$ cat src/design/fir1d_pkg.sv
// Shared widths, constants and sideband type for the 1-D FIR convolution block.
package fir1d_pkg;

    localparam int SAMPLE_W  = 16;                    // sample width
    localparam int COEF_W    = 16;                    // Q1.15 coefficient width
    localparam int PROD_W    = SAMPLE_W + COEF_W;     // full 16x16 product
    localparam int NUM_COEF  = 8;                     // coefficient registers / cells
    localparam int CFG_IDX_W = $clog2(NUM_COEF);      // register index width
    localparam int SUM2_W    = PROD_W + 1;            // first tree level
    localparam int SUM3_W    = PROD_W + 2;            // second tree level
    localparam int OUT_W     = PROD_W + 3;            // full-precision result
    localparam int TAPS_DEF  = 8;                     // default kernel length

    // Control bits that travel with a word through the pipeline.
    typedef struct packed {
        logic vld;
        logic last;
    } t_side;

endpackage

$ cat src/design/fir1d_sum.sv
// Registered three-level adder tree over the cell products.
module fir1d_sum (
    input  logic                                   i_clk,
    input  logic                                   i_rst_n,
    input  logic                                   i_en,
    input  logic signed [fir1d_pkg::PROD_W-1:0]    i_prod [fir1d_pkg::NUM_COEF],
    input  fir1d_pkg::t_side                       i_side,
    output logic signed [fir1d_pkg::OUT_W-1:0]     o_sum,
    output fir1d_pkg::t_side                       o_side
);

    localparam int L2 = fir1d_pkg::NUM_COEF / 2;
    localparam int L3 = fir1d_pkg::NUM_COEF / 4;

    logic signed [fir1d_pkg::SUM2_W-1:0] r_s2 [L2];
    logic signed [fir1d_pkg::SUM3_W-1:0] r_s3 [L3];
    logic signed [fir1d_pkg::OUT_W-1:0]  r_s4;
    fir1d_pkg::t_side                    r_side2, r_side3, r_side4;

    always_ff @(posedge i_clk) begin
        if (i_en) begin
            for (int j = 0; j < L2; j++) begin
                r_s2[j] <= fir1d_pkg::SUM2_W'(i_prod[2*j])
                         + fir1d_pkg::SUM2_W'(i_prod[2*j+1]);
            end
            for (int j = 0; j < L3; j++) begin
                r_s3[j] <= fir1d_pkg::SUM3_W'(r_s2[2*j]) + fir1d_pkg::SUM3_W'(r_s2[2*j+1]);
            end
            r_s4 <= fir1d_pkg::OUT_W'(r_s3[0]) + fir1d_pkg::OUT_W'(r_s3[1]);
        end
    end

    always_ff @(posedge i_clk) begin
        if (!i_rst_n) begin
            r_side2 <= '0;
            r_side3 <= '0;
            r_side4 <= '0;
        end else if (i_en) begin
            r_side2 <= i_side;
            r_side3 <= r_side2;
            r_side4 <= r_side3;
        end
    end

    assign o_sum  = r_s4;
    assign o_side = r_side4;

endmodule

$ cat config.mk
export PLATFORM = sky130hd
export DESIGN_NAME = fir1d_sum
export DESIGN_NICKNAME = d
export VERILOG_FILES = /design/src/design/fir1d_pkg.sv /design/src/design/fir1d_sum.sv
export SDC_FILE = /design/constraint.sdc
export NUM_CORES = 1
export LEC_CHECK = 0
export CORE_MARGIN = 10
export CORE_UTILIZATION = 38
export DETAILED_ROUTE_END_ITERATION = 12
export DONT_BUFFER_PORTS = 1
export GPL_ROUTABILITY_DRIVEN = 0
export PLACE_DENSITY_LB_ADDON = 0.25
export REMOVE_ABC_BUFFERS = 1
export SLEW_MARGIN = 10
export SYNTH_ARGS = -nofsm -noshare
export SYNTH_HDL_FRONTEND = slang
export SYNTH_SLANG_ARGS = --single-unit
$ cat constraint.sdc
create_clock -name i_clk -period 3.3 [get_ports i_clk]
set_input_delay 0.33 -clock i_clk [delete_from_list [all_inputs] [get_ports i_clk]]
set_output_delay 0.33 -clock i_clk [all_outputs]
set_load 0.02 [all_outputs]
Yosys cells after proc, flatten, opt, wreduce, memory -nomap -nowiden
Memories as Yosys holds them, arrays and structs flattened.
Index checks and enable logic that the tools add are counted.
- add/sub/neg operators: 7
- $mul: 0
- divide/modulo/power cells: 0
- magnitude comparators: 0
- equal/unequal tests: 0
- shift operators: 0
- multiplexer cells: 2
- bitwise operators: 0
- reduce and logical (&&, ||, !) cells: 0
- operator list (operator ; count):
    32-bit by 32-bit adder with 33-bit output ; 4
    33-bit by 33-bit adder with 34-bit output ; 2
    34-bit by 34-bit adder with 35-bit output ; 1
    1-bit two-way mux ; 2
- register bits after elaboration: 41
- latch bits: 0
- RAM bits: 200
- bits in read-only memories: 0
- bits of input ports: 261
- output and inout port bits: 37
- word-level logic and storage cells: 18
- memories: 2
- memories (name ; words ; bits a word ; read ports ; clocked after Yosys merged registers in ; write ports ; line ; RTL):
    r_s2 ; 4 ; 33 ; 4 ; 0 ; 4 ; fir1d_sum.sv:15 ; logic signed [fir1d_pkg::SUM2_W-1:0] r_s2 [L2];
    r_s3 ; 2 ; 34 ; 2 ; 0 ; 2 ; fir1d_sum.sv:16 ; logic signed [fir1d_pkg::SUM3_W-1:0] r_s3 [L3];

Longest topological paths before layout
- depth after elaboration: 2
- gate-level depth with buffers: 13
- gate-level depth less buffers: 13

Worst setup path before layout
No wires, ideal clock.
- kind: input to register
- from: input port i_prod[128] in the netlist's numbering
- to: memory r_s2[1][26] in the netlist's numbering (data pin)
- setup time: 0.259 ns
- data arrival time: 2.806 ns
- data required time: 3.041 ns
- slack: 0.236 ns
- stages on the path: 11
- buffers on the path: 0
- path through: ha_1 fa_1 a21o_1 a21o_1 o21a_1 a311o_1 a311oi_4 o311ai_2 a21o_1 a21oi_2 xnor2_1
- RTL lines (what ; line ; RTL):
    start, declared ; fir1d_sum.sv:6 ; input logic signed [fir1d_pkg::PROD_W-1:0] i_prod [fir1d_pkg::NUM_COEF],
    end, declared ; fir1d_sum.sv:15 ;

==> results by group <==
Outcome
  • Status: complete, but fails checks
  • Failing checks: hold timing

Global route
  • GRT overflow: 0
  • Grt met3 use: 3.35%
  • GR Util All Layers: 16.3%
  • Initial antenna violation count: 1
  • Met1 Use GR: 20.4%
  • Busiest grt layer: met2
  • M2 GR Usage: 28.2%
  • Vias in the first global route: 13700
  • First-pass GRT wire length: 75000 um
  • Largest net degree at the start of global routing: 242

Worst hold path
  • Type of the worst min-delay path: primary input to flop
  • Number of cells on the worst hold path: 0
  • Startpoint of the most critical hold path: i_en

Finish
  • Final instance area: around 0.02 sq mm
  • P&R area growth vs syn: 11.5%
  • Most frequent cells in the layout: 235 x edfxtp_1, 228 x ha_1, 176 x a21oi_1
  • Final nets: 2319
  • Ratio of cells with drive above 1 in the final layout: 6.18%
  • Area occupied by multi-input gates: 0.0110 sq mm
  • Most common cell after layout, fill and taps aside: edfxtp_1
  • N_diodes: 0
  • FF+latch area: 0.00718 sq mm
  • Filler cells: approximately 4600

Floorplan
  • Total die area: 0.0579 sq mm
  • Initial core utilization: about two fifths
  • Placeable core area: approximately 0.048 sq mm
  • DIE HEIGHT: ~240 um
  • Die Width: 241 um
  • IO Count: approximately 300
  • Row cnt: 80

Route
  • Total routed wirelength: 48600 um
  • Via density: 5.62
  • Via Count: 13800
  • First-iteration detailed-routing DRC count: 862
  • DRC violation count after routing: 0
  • Post-DRT Antenna Nets: 0
  • DR WL/cell: between 15 and 20 um
  • Drt first pass iters: 5

Logic synthesis
  • Ys async rst share: 0%
  • Number of synthesized flops with an enable pin: 235
  • Gate Count Post-Synth: 1786
  • Syn avg cell area: 10.3 sq um
  • Netlist cell types: 78
  • Largest area contributor in the netlist: edfxtp_1
  • Synth area leaders: edfxtp_1 38%, ha_1 15%, xnor2_1 6.4%, a21o_1 5.8%, a21oi_1 4.8%
  • Fraction of the yosys area taken by sequential cells: 38.8%
  • Post-synth top flop: edfxtp_1
  • Synth top area share: 38.2%
  • Cell Area, Synth: 0.0185 sq mm
  • Synth Register Bits: 241
  • YS warnings: 0

Clocking
  • TritonCTS clock tree: built
  • Clk Latency, worst-skew pair: 580 ps
  • Maximum clock path buffer count: 3
  • Clk slew on worst S/H paths: 60 ps
  • Sink Count: around 240
  • TritonCTS Buffers: 30
  • Hold Buf Count CTS: 17
  • Clock root cell: clkbuf_16
  • CTS H-tree lvls: 1

Pwr
  • Power Dens Cells: 737 mW/mm^2
  • Maximum vdd drop: 0.000388 V
  • Leakage power: 8.53 nW

Timing
  • Final setup vio count: 0
  • Max Transition Viols Final: 0
  • Slew @ Worst Pin: about 600 ps
  • FMAX: 0.317 GHz
  • Minimum hold slack: -128 ps
  • Min cycle time layout: 3160 ps
  • Worst Skew: 19.7 ps
  • Final Hold Fails: 19
  • Slew Limit Headroom: 59.5%
  • RSZ-0062 raised after global routing: false
  • Final period utilization: 95.7%
  • Setup ws final: 143 ps

Critical path
  • Crit path kind: primary input to flop
  • R2R depth: 11
  • Worst Setup SP: i_prod[160]
  • Critical Path AT: 3490 ps
  • CP Capture Type: flop
  • Reg2reg start: r_s2[3][1]
  • CP max FO: 4
  • CP Launch Type: primary input
  • Worst EP required: 3630 ps

Place
  • Placed cell areas: around 0.019 sq mm
  • I/O Buffers: 0
  • Setup WS pre-CTS: -10.1 ps
  • Final HPWL from detailed placement: approximately 39000 um

Flow run
  • Max-cap violations: 0
-- cell families (layout without fill, tap and decap cells) --
family | count (synthesis) | count (layout) | synth area share [%]
xor gates and xnor gates | 203 | 203 | 9.62
AOI/OAI and AO/OA | 624 | 624 | 22.4
buffers and inverters | 87 | 147 | 1.78
adders and majority gates | 235 | 235 | 16.2
muxes | 7 | 7 | 0.379
and+or+nand+nor | 389 | 389 | 10.8
DFF | 241 | 241 | 38.8
-- metrics by stage --
step	TNS, ps	utilization (%)	hold WS, ps	total power [mW]	std cells
final	0	43.0	-128	15.2	2461
after global routing	0	43.0	-162	16.3	2461
after CTS	0	42.8	-147	15.3	2458
after detailed placement	-10.1	40.2	464	11.6	2386
after global placement	0	40.2	463	11.5	2386
after floorplan	0	-	442	9.89	1753
-- state kept, by name, summed over array words and instances (netlist names) --
register,flops
r_side3,2
r_s2,132
r_side2,2
o_side,2
r_s3,68
o_sum,35
-- metal layers --
metal | part of all wire, % | vias up
li1 | - | 6887
met1 | 43 | 6530
met2 | 49 | 356
met3 | 5.9 | 60
met4 | 1.9 | 0
met5 | 0 | -
-- critical path, cell delays in order --
cell           delay (ps)
dlygate4sd3_1         550
ha_1                  210
fa_1                  400
a21o_1                210
a21o_1                180
o21a_1                180
a311o_1               420
a311oi_4              370
o311ai_2              210
a21o_1                230
a21oi_2               140
xnor2_1                70
-- final cells by class --
type / instances / area share [%]
Inverter: 54 / 0.983
Multi-Input combinational cell: 1458 / 53.6
Timing Repair Buffer: 38 / 1.59
Clock buffer: 31 / 3.66
Clock inverter: 24 / 1.60
Tap cell: 615 / 3.73
Sequential cell: 241 / 34.8
-- power breakdown --
part           internal, mW  switching (mW)
registers              4.66           0.680
clock network          2.22            1.36
logic                  2.72            3.55
-- worst paths after layout --
path                 endpoint  slack [ps]
setup / recovery  r_s2[1][26]         140
hold / removal     r_s2[1][4]        -130
setup reg to reg  r_s3[0][65]         180
hold reg to reg    r_side3[1]         530
-- Yosys cell counts (all sizes together), types with 14 or more instances --
library cell	n
o21bai	32
nand2b	29
nor2b	46
and3	24
a21oi	182
nor3	17
and2	14
a211oi	16
edfxtp	235
nand4	30
a21o	143
inv	54
xnor2	135
o21ai	94
nand3	32
nor2	80
nand2	84
a31oi	29
o21a	28
xor2	68
ha	228
clkbuf	31
-- repair_timing --
item / in CTS / in global routing
pin swaps: 0 / 5
buffers inserted: 0 / 3
gates resized for setup: 1 / 17
gates cloned: 0 / 0
endpoints found under the setup margin: 1 / 26
endpoints found under the hold margin: 247 / 189
Note: power is estimated with default switching activity, not from simulation.
