`src/design/fir1d_pkg.sv`:
```
// Shared widths, constants and sideband type for the 1-D FIR convolution block.
package fir1d_pkg;

    localparam int SAMPLE_W  = 16;                    // sample width
    localparam int COEF_W    = 16;                    // Q1.15 coefficient width
    localparam int PROD_W    = SAMPLE_W + COEF_W;     // full 16x16 product
    localparam int NUM_COEF  = 8;                     // coefficient registers / cells
    localparam int CFG_IDX_W = $clog2(NUM_COEF);      // register index width
    localparam int SUM2_W    = PROD_W + 1;            // first tree level
    localparam int SUM3_W    = PROD_W + 2;            // second tree level
    localparam int OUT_W     = PROD_W + 3;            // full-precision result
    localparam int TAPS_DEF  = 8;                     // default kernel length

    // Control bits that travel with a word through the pipeline.
    typedef struct packed {
        logic vld;
        logic last;
    } t_side;

endpackage

```
`src/design/fir1d_cell.sv`:
```
// One tap cell: holds a window sample, passes it to its older neighbor, registers its product.
module fir1d_cell #(
    parameter bit IS_HEAD = 1'b0
) (
    input  logic                                     i_clk,
    input  logic                                     i_shift,
    input  logic                                     i_load,
    input  logic signed [fir1d_pkg::COEF_W-1:0]      i_coef,
    input  logic signed [fir1d_pkg::SAMPLE_W-1:0]    i_x_next,
    output logic signed [fir1d_pkg::SAMPLE_W-1:0]    o_x,
    output logic signed [fir1d_pkg::PROD_W-1:0]      o_prod
);

    logic signed [fir1d_pkg::SAMPLE_W-1:0] w_tap;
    logic signed [fir1d_pkg::PROD_W-1:0]   w_prod;
    logic signed [fir1d_pkg::PROD_W-1:0]   r_prod;

    generate
        if (IS_HEAD) begin : g_head
            // newest tap: multiplies the arriving sample directly
            assign w_tap = i_x_next;
        end else begin : g_tap
            logic signed [fir1d_pkg::SAMPLE_W-1:0] r_x;
            always_ff @(posedge i_clk) begin
                if (i_shift) begin
                    r_x <= i_x_next;
                end
            end
            assign w_tap = r_x;
        end
    endgenerate

    assign w_prod = i_coef * w_tap;

    always_ff @(posedge i_clk) begin
        if (i_load) begin
            r_prod <= w_prod;
        end
    end

    assign o_x    = w_tap;
    assign o_prod = r_prod;

endmodule

```
`config.mk`:
```
export PLATFORM = sky130hd
export DESIGN_NAME = fir1d_cell
export DESIGN_NICKNAME = d
export VERILOG_FILES = /design/src/design/fir1d_pkg.sv /design/src/design/fir1d_cell.sv
export SDC_FILE = /design/constraint.sdc
export NUM_CORES = 1
export LEC_CHECK = 0
export BUFFER_PORTS_ARGS = -buffer_cell sky130_fd_sc_hd__buf_2
export CAP_MARGIN = 0
export CORE_MARGIN = 2
export CORE_UTILIZATION = 54
export CTS_CLUSTER_DIAMETER = 200
export DETAILED_ROUTE_END_ITERATION = 8
export PLACE_DENSITY_LB_ADDON = 0.1
export SLEW_MARGIN = 10
export SYNTH_ARGS = -nofsm -noshare
export SYNTH_HDL_FRONTEND = slang
export SYNTH_SLANG_ARGS = --single-unit
```
`constraint.sdc`:
```
create_clock -name i_clk -period 20.7 [get_ports i_clk]
set_input_delay 4.14 -clock i_clk [delete_from_list [all_inputs] [get_ports i_clk]]
set_output_delay 4.14 -clock i_clk [all_outputs]
set_load 0.02 [all_outputs]
```
### Yosys cells after proc, flatten, opt, wreduce, memory -nomap -nowiden

Index checks and enable logic that the tools add are counted.

* input bits: 35
* register bits: 48
* output and inout bits: 48

* $mul: 1

Operator list (count)
* $mul A16 B16 Y32: 1

### Longest topological paths before layout

Gate-level depths: netlist of run 1.

* depth after elaboration: 1
* depth in mapped cells: 22
* depth with buffers taken out: 21

### Worst setup path before layout of run 1

OpenSTA, ideal clock, no wires.

* kind: input to register
* start: input i_coef[15] (netlist bit)
* end: register r_prod (netlist bit o_prod[30]) (data pin)
* setup slack: 10.798 ns
* path buffers: 1
* data arrival time: 9.643 ns
* data required time: 20.441 ns
* cell stages on the path: 20
* path through: clkbuf_1 > nand2_1 > inv_1 > fa_1 > fa_1 > fa_1 > fa_1 > fa_1 > inv_1 > fa_1 > inv_1 > ha_1 > and3_1 > nand2_1 > o211a_1 > o211ai_1 > a31oi_2 > o31ai_1 > nor4b_1 > a211o_1

* longest elaborated chain between the ends: 1

Ends and longest elaborated chain
* start: declaration: RTL line fir1d_cell.sv:8 `input logic signed [fir1d_pkg::COEF_W-1:0] i_coef,`
* $mul A16 B16 Y32: RTL line fir1d_cell.sv:33 `assign w_prod = i_coef * w_tap;`
* net w_prod (one bit): RTL line fir1d_cell.sv:15 `logic signed [fir1d_pkg::PROD_W-1:0] w_prod;`
* end signal: assignment: RTL line fir1d_cell.sv:37 `r_prod <= w_prod;`
* end: declaration: RTL line fir1d_cell.sv:16 `logic signed [fir1d_pkg::PROD_W-1:0] r_prod;`

The timed path passes the listed nets, and every way through them passes these cells.
A chain may end at the register's enable or synchronous reset.

### Final worst setup path of run 1

Same ends and word-level chain as after synthesis.

==> reports/metrics.yaml, run 1 <==
placement:
  place_area_um2: 11890
  dp_hpwl_um: 20920
  place_ws_ps: 10370
  port-buffer-count: 82
  gp_congestion: 0.8859
sta:
  setup_viol: 0
  period_share: 0.4844
  period_minus_slack_ps: 10030
  maxSlewHeadroom: 0.3933
  fmaxAchievable_mhz: 99.73
  rsz0062_at_grt: "no"
  finalHoldViolCount: 0
  tns_ps: 0
  fin_worst_skew_ps: 11.97
  fin_ws_ps: 10670
  tightest_slew_ps: 910.1
  maxSlewViolCount: 0
synthesis:
  synth_edf_count: 48
  netlist_instances: 1125
  syn_nets: 1504
  synth_seq_cells: 48
  postSynthAreaPerCell_um2: 10.00
  ys_warn_count: 0
  yosysSeqAreaShare: 0.1281
  synth_area_um2: 11250
  synthArstFlopShare: 0
  synth_ff_type: "edfxtp_1"
  yosys.cell_types.count: 43
finish:
  diodes: 0
  layout-drive-gt1-share: 0.08446
  final_cell_area_um2: 12080
  layout_common_cells: "290 x inv_1, 262 x fa_1, 131 x nand2_1"
  fin_nets: 1562
  final_util: 0.5933
  final_common_cell: "inv_1"
  areaGrowthSynthToFinish_pct: 7.371
die:
  initial_utilization: 0.5526
  io_pins: 83
  rows: 52
  die_w_um: 148.4
  chipHeight_um: 148.4
  die-area_um2: 22010
  fp.coreArea_um2: 20360
clock_tree:
  clk_latency_ps: 310
  cts_setup_buffers: 0
  clkTransAtPathRegs_ps: 80
  cts_resized: 0
  ctsHtreeMaxLevel: 2
  cts_root_buf: "clkbuf_16"
  cts_sinks: 48
  clk_path_buf_depth: 2
  cts_tree: "done"
  cts_hold_buffers: 0
  cts_buffers: 5
worst_setup_path:
  crit_fanout: 16
  required_ps: 20760
  cp-end-kind: "register"
  worstSetupPathType: "in -> reg"
  r2r-start: "o_x[2]"
  crit_start: "i_coef[15]"
  startpoint_type: "primary input"
  critPathArrivalTime_ps: 10090
detailed_routing:
  vias: 7538
  postRouteAntennaNets: 0
  wl_um: 24950
  firstDrtPassIters: 4
  dr.first_iter.drc_count: 260
  viasPerCell: 5.184
  drc: 0
  avgRoutedWirePerCell_um: 17.16
global_route:
  grt_pass1_vias: 8323
  grt_max_degree: 33
  grt_overflow_total: 0
  antenna_found_initial: 0
  grt_first_pass_wirelength_um: 41200
  grt_usage: 0.2441
outcome:
  outcome: "finished clean"
job:
  max_cap_viol_count: 0
worst_hold_path:
  min_from: "o_x[1]"
  hp-class: "reg -> reg"
-- cell usage after synthesis (2+ instances only) --
library cell  number  area share
a211o_1            3      0.0023
a211oi_1           2      0.0013
a21o_1            10      0.0067
a21oi_1           26       0.012
and2_1           122       0.068
and3_1             3      0.0017
clkbuf_1          31       0.010
edfxtp_1          48        0.13
fa_1             262        0.47
ha_1              82       0.091
inv_1            290       0.097
nand2_1          131       0.044
nand2b_1           4      0.0022
nand3_1            3      0.0013
nand4_1            2      0.0011
nor2_1            25      0.0083
nor2b_1            2      0.0011
nor3_1             2     0.00089
o21a_1             3      0.0020
o21ai_0           12      0.0053
o21ai_1            3      0.0013
o21bai_1           5      0.0033
o31ai_1            2      0.0013
xnor2_1           28       0.022
xor2_1             6      0.0047
-- state kept, by name, summed over array words and instances (netlist names) --
name    cells
o_x        16
o_prod     32
-- routing by layer --
layer / GRT usage / vias to the layer above / share of wire / wire length, um
met5: 0 / - / 0 / 0
met4: 0.08381 / 0 / 0.031 / 779
met3: 0.02607 / 41 / 0.032 / 804
met2: 0.4593 / 143 / 0.55 / 13810
met1: 0.2907 / 3929 / 0.38 / 9550
li1: - / 3425 / - / -
-- path summary, 6_finish.rpt --
check	endpoint	slack [ps]	cells after the start
worst min-delay path	o_prod[1]	1000	3
worst min register to register	o_prod[1]	1000	3
worst max-delay path	o_prod[30]	10670	20
worst max register to register	o_prod[30]	13860	19
-- through the flow --
step / hold slack, ps / std cells
finish: 1002 / 1454
global route: 1064 / 1454
CTS: 998.7 / 1454
detailed placement: 990.4 / 1446
global placement: 983.4 / 1446
floorplan: 764.7 / 1125
-- cell type report --
type,count,area [um^2]
sequential,48,1441
clock inverter,3,68.82
fill,1786,8282
multi-input combinational,755,8603
tap,270,337.8
timing repair buffer,83,417.9
inverter,290,1089
clock buffer,5,125.1
-- critical path: stages --
cell,delay (ps)
buf_2,250
nand2_1,140
inv_1,130
fa_1,550
fa_1,840
fa_1,510
fa_1,510
fa_1,490
inv_1,50
fa_1,470
inv_1,40
ha_1,330
nand3_1,90
nor3_1,320
o21ai_0,190
o211ai_1,150
a31oi_2,100
o31ai_1,430
nor4b_1,110
a211o_1,230
-- cell families (layout without fill, tap and decap cells) --
logic type | count (synthesis) | count (layout) | share of synthesized area
fa+ha+maj | 344 | 344 | 0.5573
flops | 48 | 48 | 0.1281
buf+inv | 322 | 381 | 0.1074
xor+xnor | 34 | 34 | 0.02646
simple gates | 298 | 298 | 0.1314
compound gates | 79 | 79 | 0.04937
Power of run 1 is left out: the tool's default activity adds up to more than one toggle a clock period on the data nets, which glitch-free logic cannot reach.
==> run 2: changes to the inputs <==
- clock period: 20.7 -> 10.3 ns (I/O delays scaled with it)
==> reports/metrics.yaml, run 2 (synthesis results as in run 1) <==
outcome:
  outcome: "finished clean"
clock_tree:
  cts_buffers: 5  # unchanged
  clk_path_buf_depth: 2  # unchanged
  cts_setup_buffers: 0  # unchanged
  cts_resized: 0  # unchanged
  ctsHtreeMaxLevel: 2  # unchanged
  clk_latency_ps: 310  # about the same
  cts_tree: "done"
  cts_hold_buffers: 0  # unchanged
  cts_root_buf: "clkbuf_16"
  cts_sinks: 48  # unchanged
  clkTransAtPathRegs_ps: 70  # about the same
global_route:
  grt_usage: 0.2447  # +0.0006468
  antenna_found_initial: 0  # unchanged
  grt_pass1_vias: 8245  # -0.94%
  grt_first_pass_wirelength_um: 41130  # -0.17%
  grt_max_degree: 33  # unchanged
  grt_overflow_total: 0  # unchanged
detailed_routing:
  firstDrtPassIters: 4  # unchanged
  postRouteAntennaNets: 0  # unchanged
  drc: 0  # unchanged
  viasPerCell: 5.213  # +0.56%
  dr.first_iter.drc_count: 257  # -1.2%
  wl_um: 25000  # +0.24%
  avgRoutedWirePerCell_um: 17.21  # +0.31%
  vias: 7575  # +0.49%
die:
  rows: 52  # unchanged
  io_pins: 83  # unchanged
  die_w_um: 148.4  # unchanged
  chipHeight_um: 148.4  # unchanged
  initial_utilization: 0.5526  # unchanged
  die-area_um2: 22010  # unchanged
  fp.coreArea_um2: 20360  # unchanged
worst_hold_path:
  hp-class: "reg -> reg"
finish:
  areaGrowthSynthToFinish_pct: 7.305  # about the same
  layout_common_cells: "290 x inv_1, 262 x fa_1, 131 x nand2_1"
  fin_nets: 1561  # -0.064%
  layout-drive-gt1-share: 0.08369  # -0.0007739
  final_common_cell: "inv_1"
  largest_reg_flops: 32  # unchanged
  diodes: 0  # unchanged
  final_cell_area_um2: 12080  # about the same
  fill_cells: 1801  # +0.84%
worst_setup_path:
  required_ps: 10370  # -10390 ps
  startpoint_type: "primary input"
  worstSetupPathType: "in -> reg"
  crit_fanout: 16  # unchanged
  critPathArrivalTime_ps: 7960  # -2130 ps
  cp-end-kind: "register"
  r2r_slack_ps: 3530  # -10330 ps
placement:
  dp_hpwl_um: 20970  # +0.27%
  port-buffer-count: 82  # unchanged
  place_area_um2: 11880  # about the same
  gp_congestion: 0.8809  # -0.56%
sta:
  period_share: 0.7664
  tightest_slew_ps: 904.2  # -5.959 ps
  setup_viol: 0  # unchanged
  maxSlewViolCount: 0  # unchanged
  rsz0062_at_grt: "no"
  fmaxAchievable_mhz: 126.7
  fin_worst_skew_ps: 11.10  # -0.8742 ps
  period_minus_slack_ps: 7894
  finalHoldViolCount: 0  # unchanged
  tns_ps: 0  # unchanged
  maxSlewHeadroom: 0.3972  # +0.003973
job:
  max_cap_viol_count: 0  # unchanged
run 2: critical path, stage by stage:
cell and delay [ps]:
buf_2 250, nand2_1 140, inv_1 160, fa_1 540, fa_1 840, fa_1 510
fa_1 510, fa_1 490, inv_1 50, fa_1 470, inv_1 40, ha_1 320
and3_1 260, nand2_1 80, o211a_1 200, o211ai_1 190, a31oi_2 100, o31ai_1 410
nor4b_1 100, a211o_1 230
run 2: final cells by class:
class / instances / area (um^2) / share of cell area
multi-input cells: 755 / 8603 / 0.7125
well taps: 270 / 337.8 / 0.02798
flip-flops and latches: 48 / 1441 / 0.1194
clock buffers: 5 / 125.1 / 0.01036
repair buffers: 82 / 410.4 / 0.03399
inverters: 290 / 1089 / 0.09015
clock inverters: 3 / 68.82 / 0.005699
run 2: worst paths after layout:
path	from	to	depth (start not counted)
worst max-delay path	i_coef[15]	o_prod[30]	20
worst min-delay path	o_x[0]	o_prod[0]	1
worst max register to register	o_x[2]	o_prod[30]	19
worst min register to register	o_x[0]	o_prod[0]	1
run 2: per-stage QoR:
step,utilization,instances,hold slack (ps),setup WS (ps)
2_1_floorplan,-,1125,764.7,2478
3_3_place_gp,0.5834,1445,1072,2196
3_5_place_dp,0.5834,1445,1067,2104
4_1_cts,0.5930,1453,1067,2389
5_1_grt,0.5930,1453,1104,2072
6_report,0.5930,1453,1051,2406
run 2: metal layers:
layer  routed length [um]  GRT usage  vias up  share of wire
met3                  733    0.02853       39          0.029
li1                     -          -     3418              -
met5                    0          0        -              0
met2                13910     0.4560      141           0.56
met4                  686    0.07095        0          0.027
met1                 9675     0.2997     3977           0.39
Power of run 2 is left out for the same reason.
==> run 3: changes to the inputs <==
- ABC_AREA: not set -> 1
- clock period: 10.3 -> 7.2 ns (I/O delays scaled with it)
==> reports/metrics.yaml, run 3 <==
sta:
  setup_viol: 0  # unchanged
  hold_slack_ps: 852.8  # -198.0 ps
  period_minus_slack_ps: 6695
  maxSlewHeadroom: 0.4316  # +0.03433
  maxSlewViolCount: 0  # unchanged
  rsz0062_at_grt: "no"
  period_share: 0.9298
  tns_ps: 0  # unchanged
  finalHoldViolCount: 0  # unchanged
  tightest_slew_ps: 852.7  # -51.49 ps
  fmaxAchievable_mhz: 149.4
  fin_worst_skew_ps: 13.28  # +2.177 ps
finish:
  instances_no_fill: 1852  # +27%
  layout_common_cells: "472 x inv_1, 405 x nand2_1, 262 x fa_1"
  areaGrowthSynthToFinish_pct: 6.981
  fin_nets: 1945  # +25%
  largest_reg_flops: 32  # unchanged
  fill_cells: 2086  # +16%
  layout-drive-gt1-share: 0.09190  # +0.008210
  final_common_cell: "inv_1"
  final_util: 0.5854  # -0.007582
  diodes: 0  # unchanged
synthesis:
  postSynthAreaPerCell_um2: 8.101  # -19%
  yosysSeqAreaShare: 0.1171  # -0.01102
  synth_edf_count: 48  # unchanged
  synth.area.top_cells: "fa_1 43%, inv_1 14%, nand2_1 12%, edfxtp_1 12%, ha_1 8.3%"
  synthArstFlopShare: 0  # unchanged
  netlist_instances: 1520  # +35%
  synth_ff_type: "edfxtp_1"
  yosysTopAreaCell: "fa_1"
  synthTopCellsByCount: "472 x inv_1, 405 x nand2_1, 262 x fa_1, 82 x ha_1, 59 x clkbuf_1"
  ys_warn_count: 0  # unchanged
  synth_seq_cells: 48  # unchanged
  yosys.cell_types.count: 28  # -35%
  synth.most_common_cell: "inv_1"
  synth_area_um2: 12310  # +9.4%
  syn_nets: 1899  # +26%
  yosys.area.top_type_share: 0.4260  # -0.04012
detailed_routing:
  viasPerCell: 4.972  # -4.6%
  postRouteAntennaNets: 0  # unchanged
  drc: 0  # unchanged
  avgRoutedWirePerCell_um: 16.79  # -2.5%
  dr.first_iter.drc_count: 596  # +130%
  firstDrtPassIters: 5  # +1
  vias: 9209  # +22%
  wl_um: 31090  # +24%
worst_setup_path:
  slowest_delay_ps: 840  # about the same
  cp-end-kind: "register"
  startpoint_type: "primary input"
  cp_num_buf_inv: 4  # unchanged
  slowest_stage: "fa_1"
  worstSetupPathType: "in -> reg"
  crit_top_cell: "fa_1"
  critPathTopFamily: "adder cells"
  worstPathCellList: "buf_2, nand2_1, inv_1, fa_1, fa_1, inv_1, fa_1, inv_1, fa_1, fa_1, fa_1, ha_1, a21oi_1, o21ai_0, a21oi_1, nand3_1, nand2_1, nand2_1"
  critPathArrivalTime_ps: 6740  # -1220 ps
  crit_fanout: 16  # unchanged
  required_ps: 7240  # -3130 ps
die:
  die_w_um: 155.0  # +4.5%
  rows: 55  # +5.8%
  io_pins: 83  # unchanged
  initial_utilization: 0.5472  # -0.005415
  die-area_um2: 24030  # +9.2%
  fp.coreArea_um2: 22500  # +11%
  chipHeight_um: 155.0  # +4.5%
clock_tree:
  ctsHtreeMaxLevel: 2  # unchanged
  cts_sinks: 48  # unchanged
  cts_buffers: 5  # unchanged
  clk_latency_ps: 300  # about the same
  clk_path_buf_depth: 2  # unchanged
  cts_root_buf: "clkbuf_16"
  cts_hold_buffers: 0  # unchanged
  clkTransAtPathRegs_ps: 80  # about the same
  cts_tree: "done"
  cts_resized: 0  # unchanged
  cts_setup_buffers: 0  # unchanged
global_route:
  grt_first_pass_wirelength_um: 51920  # +26%
  grt_max_degree: 33  # unchanged
  grt_pass1_vias: 9841  # +19%
  grt_usage: 0.2812  # +0.03650
  antenna_found_initial: 0  # unchanged
  grt_overflow_total: 0  # unchanged
outcome:
  outcome: "finished clean"
worst_hold_path:
  hp-class: "reg -> reg"
placement:
  dp_hpwl_um: 26250  # +25%
  placed_cells: 1844  # +28%
  port-buffer-count: 82  # unchanged
  gp_congestion: 0.9055  # +2.8%
job:
  max_cap_viol_count: 0  # unchanged
[run 3: tightest hold or removal path, delay by kind of cell, from the launching register on]
kind | cells | cell delay [ps]
buf+inv | 2 | 310
simple gates | 1 | 90
flops | 1 | 340
[run 3: logic make-up after synthesis]
group / Yosys count / share of synthesized area
buffers and inverters: 539 / 0.1643
adders and majority gates: 344 / 0.5093
xor gates and xnor gates: 19 / 0.01351
and+or+nand+nor: 535 / 0.1797
AOI/OAI and AO/OA: 35 / 0.01616
DFF: 48 / 0.1171
[run 3: path summary, 6_finish.rpt]
| check | from | to | slack, ps | cells after the start |
|---|---|---|---|---|
| worst max-delay path | i_coef[15] | o_prod[28] | 510 | 18 |
| worst min-delay path | o_x[0] | o_prod[0] | 850 | 3 |
| worst max register to register | o_x[1] | o_prod[23] | 1150 | 17 |
| worst min register to register | o_x[0] | o_prod[0] | 850 | 3 |
[run 3: final cells by class]
cell class	instances	area, um^2	share of cell area
multi-input combinational	933	8848	0.6717
sequential	48	1441	0.1094
clock inverter	3	68.82	0.005224
inverter	480	1802	0.1368
timing repair buffer	98	530.5	0.04027
tap	285	356.6	0.02707
clock buffer	5	125.1	0.009499
[run 3: per-layer routing]
| metal | routed length, um | share of wire | global-route usage |
|---|---|---|---|
| met5 | 0 | 0 | 0 |
| met4 | 548 | 0.018 | 0.05291 |
| met3 | 1707 | 0.055 | 0.03900 |
| met2 | 15060 | 0.48 | 0.4751 |
| met1 | 13780 | 0.44 | 0.3949 |
[run 3: through the flow]
stage	setup slack [ps]	instance area [um^2]
final	505.5	13170
after global routing	162.4	13170
after CTS	523.3	13170
after detailed placement	195.7	12980
after global placement	251.7	12980
after floorplan	694.7	12310
Power of run 3 is left out for the same reason.
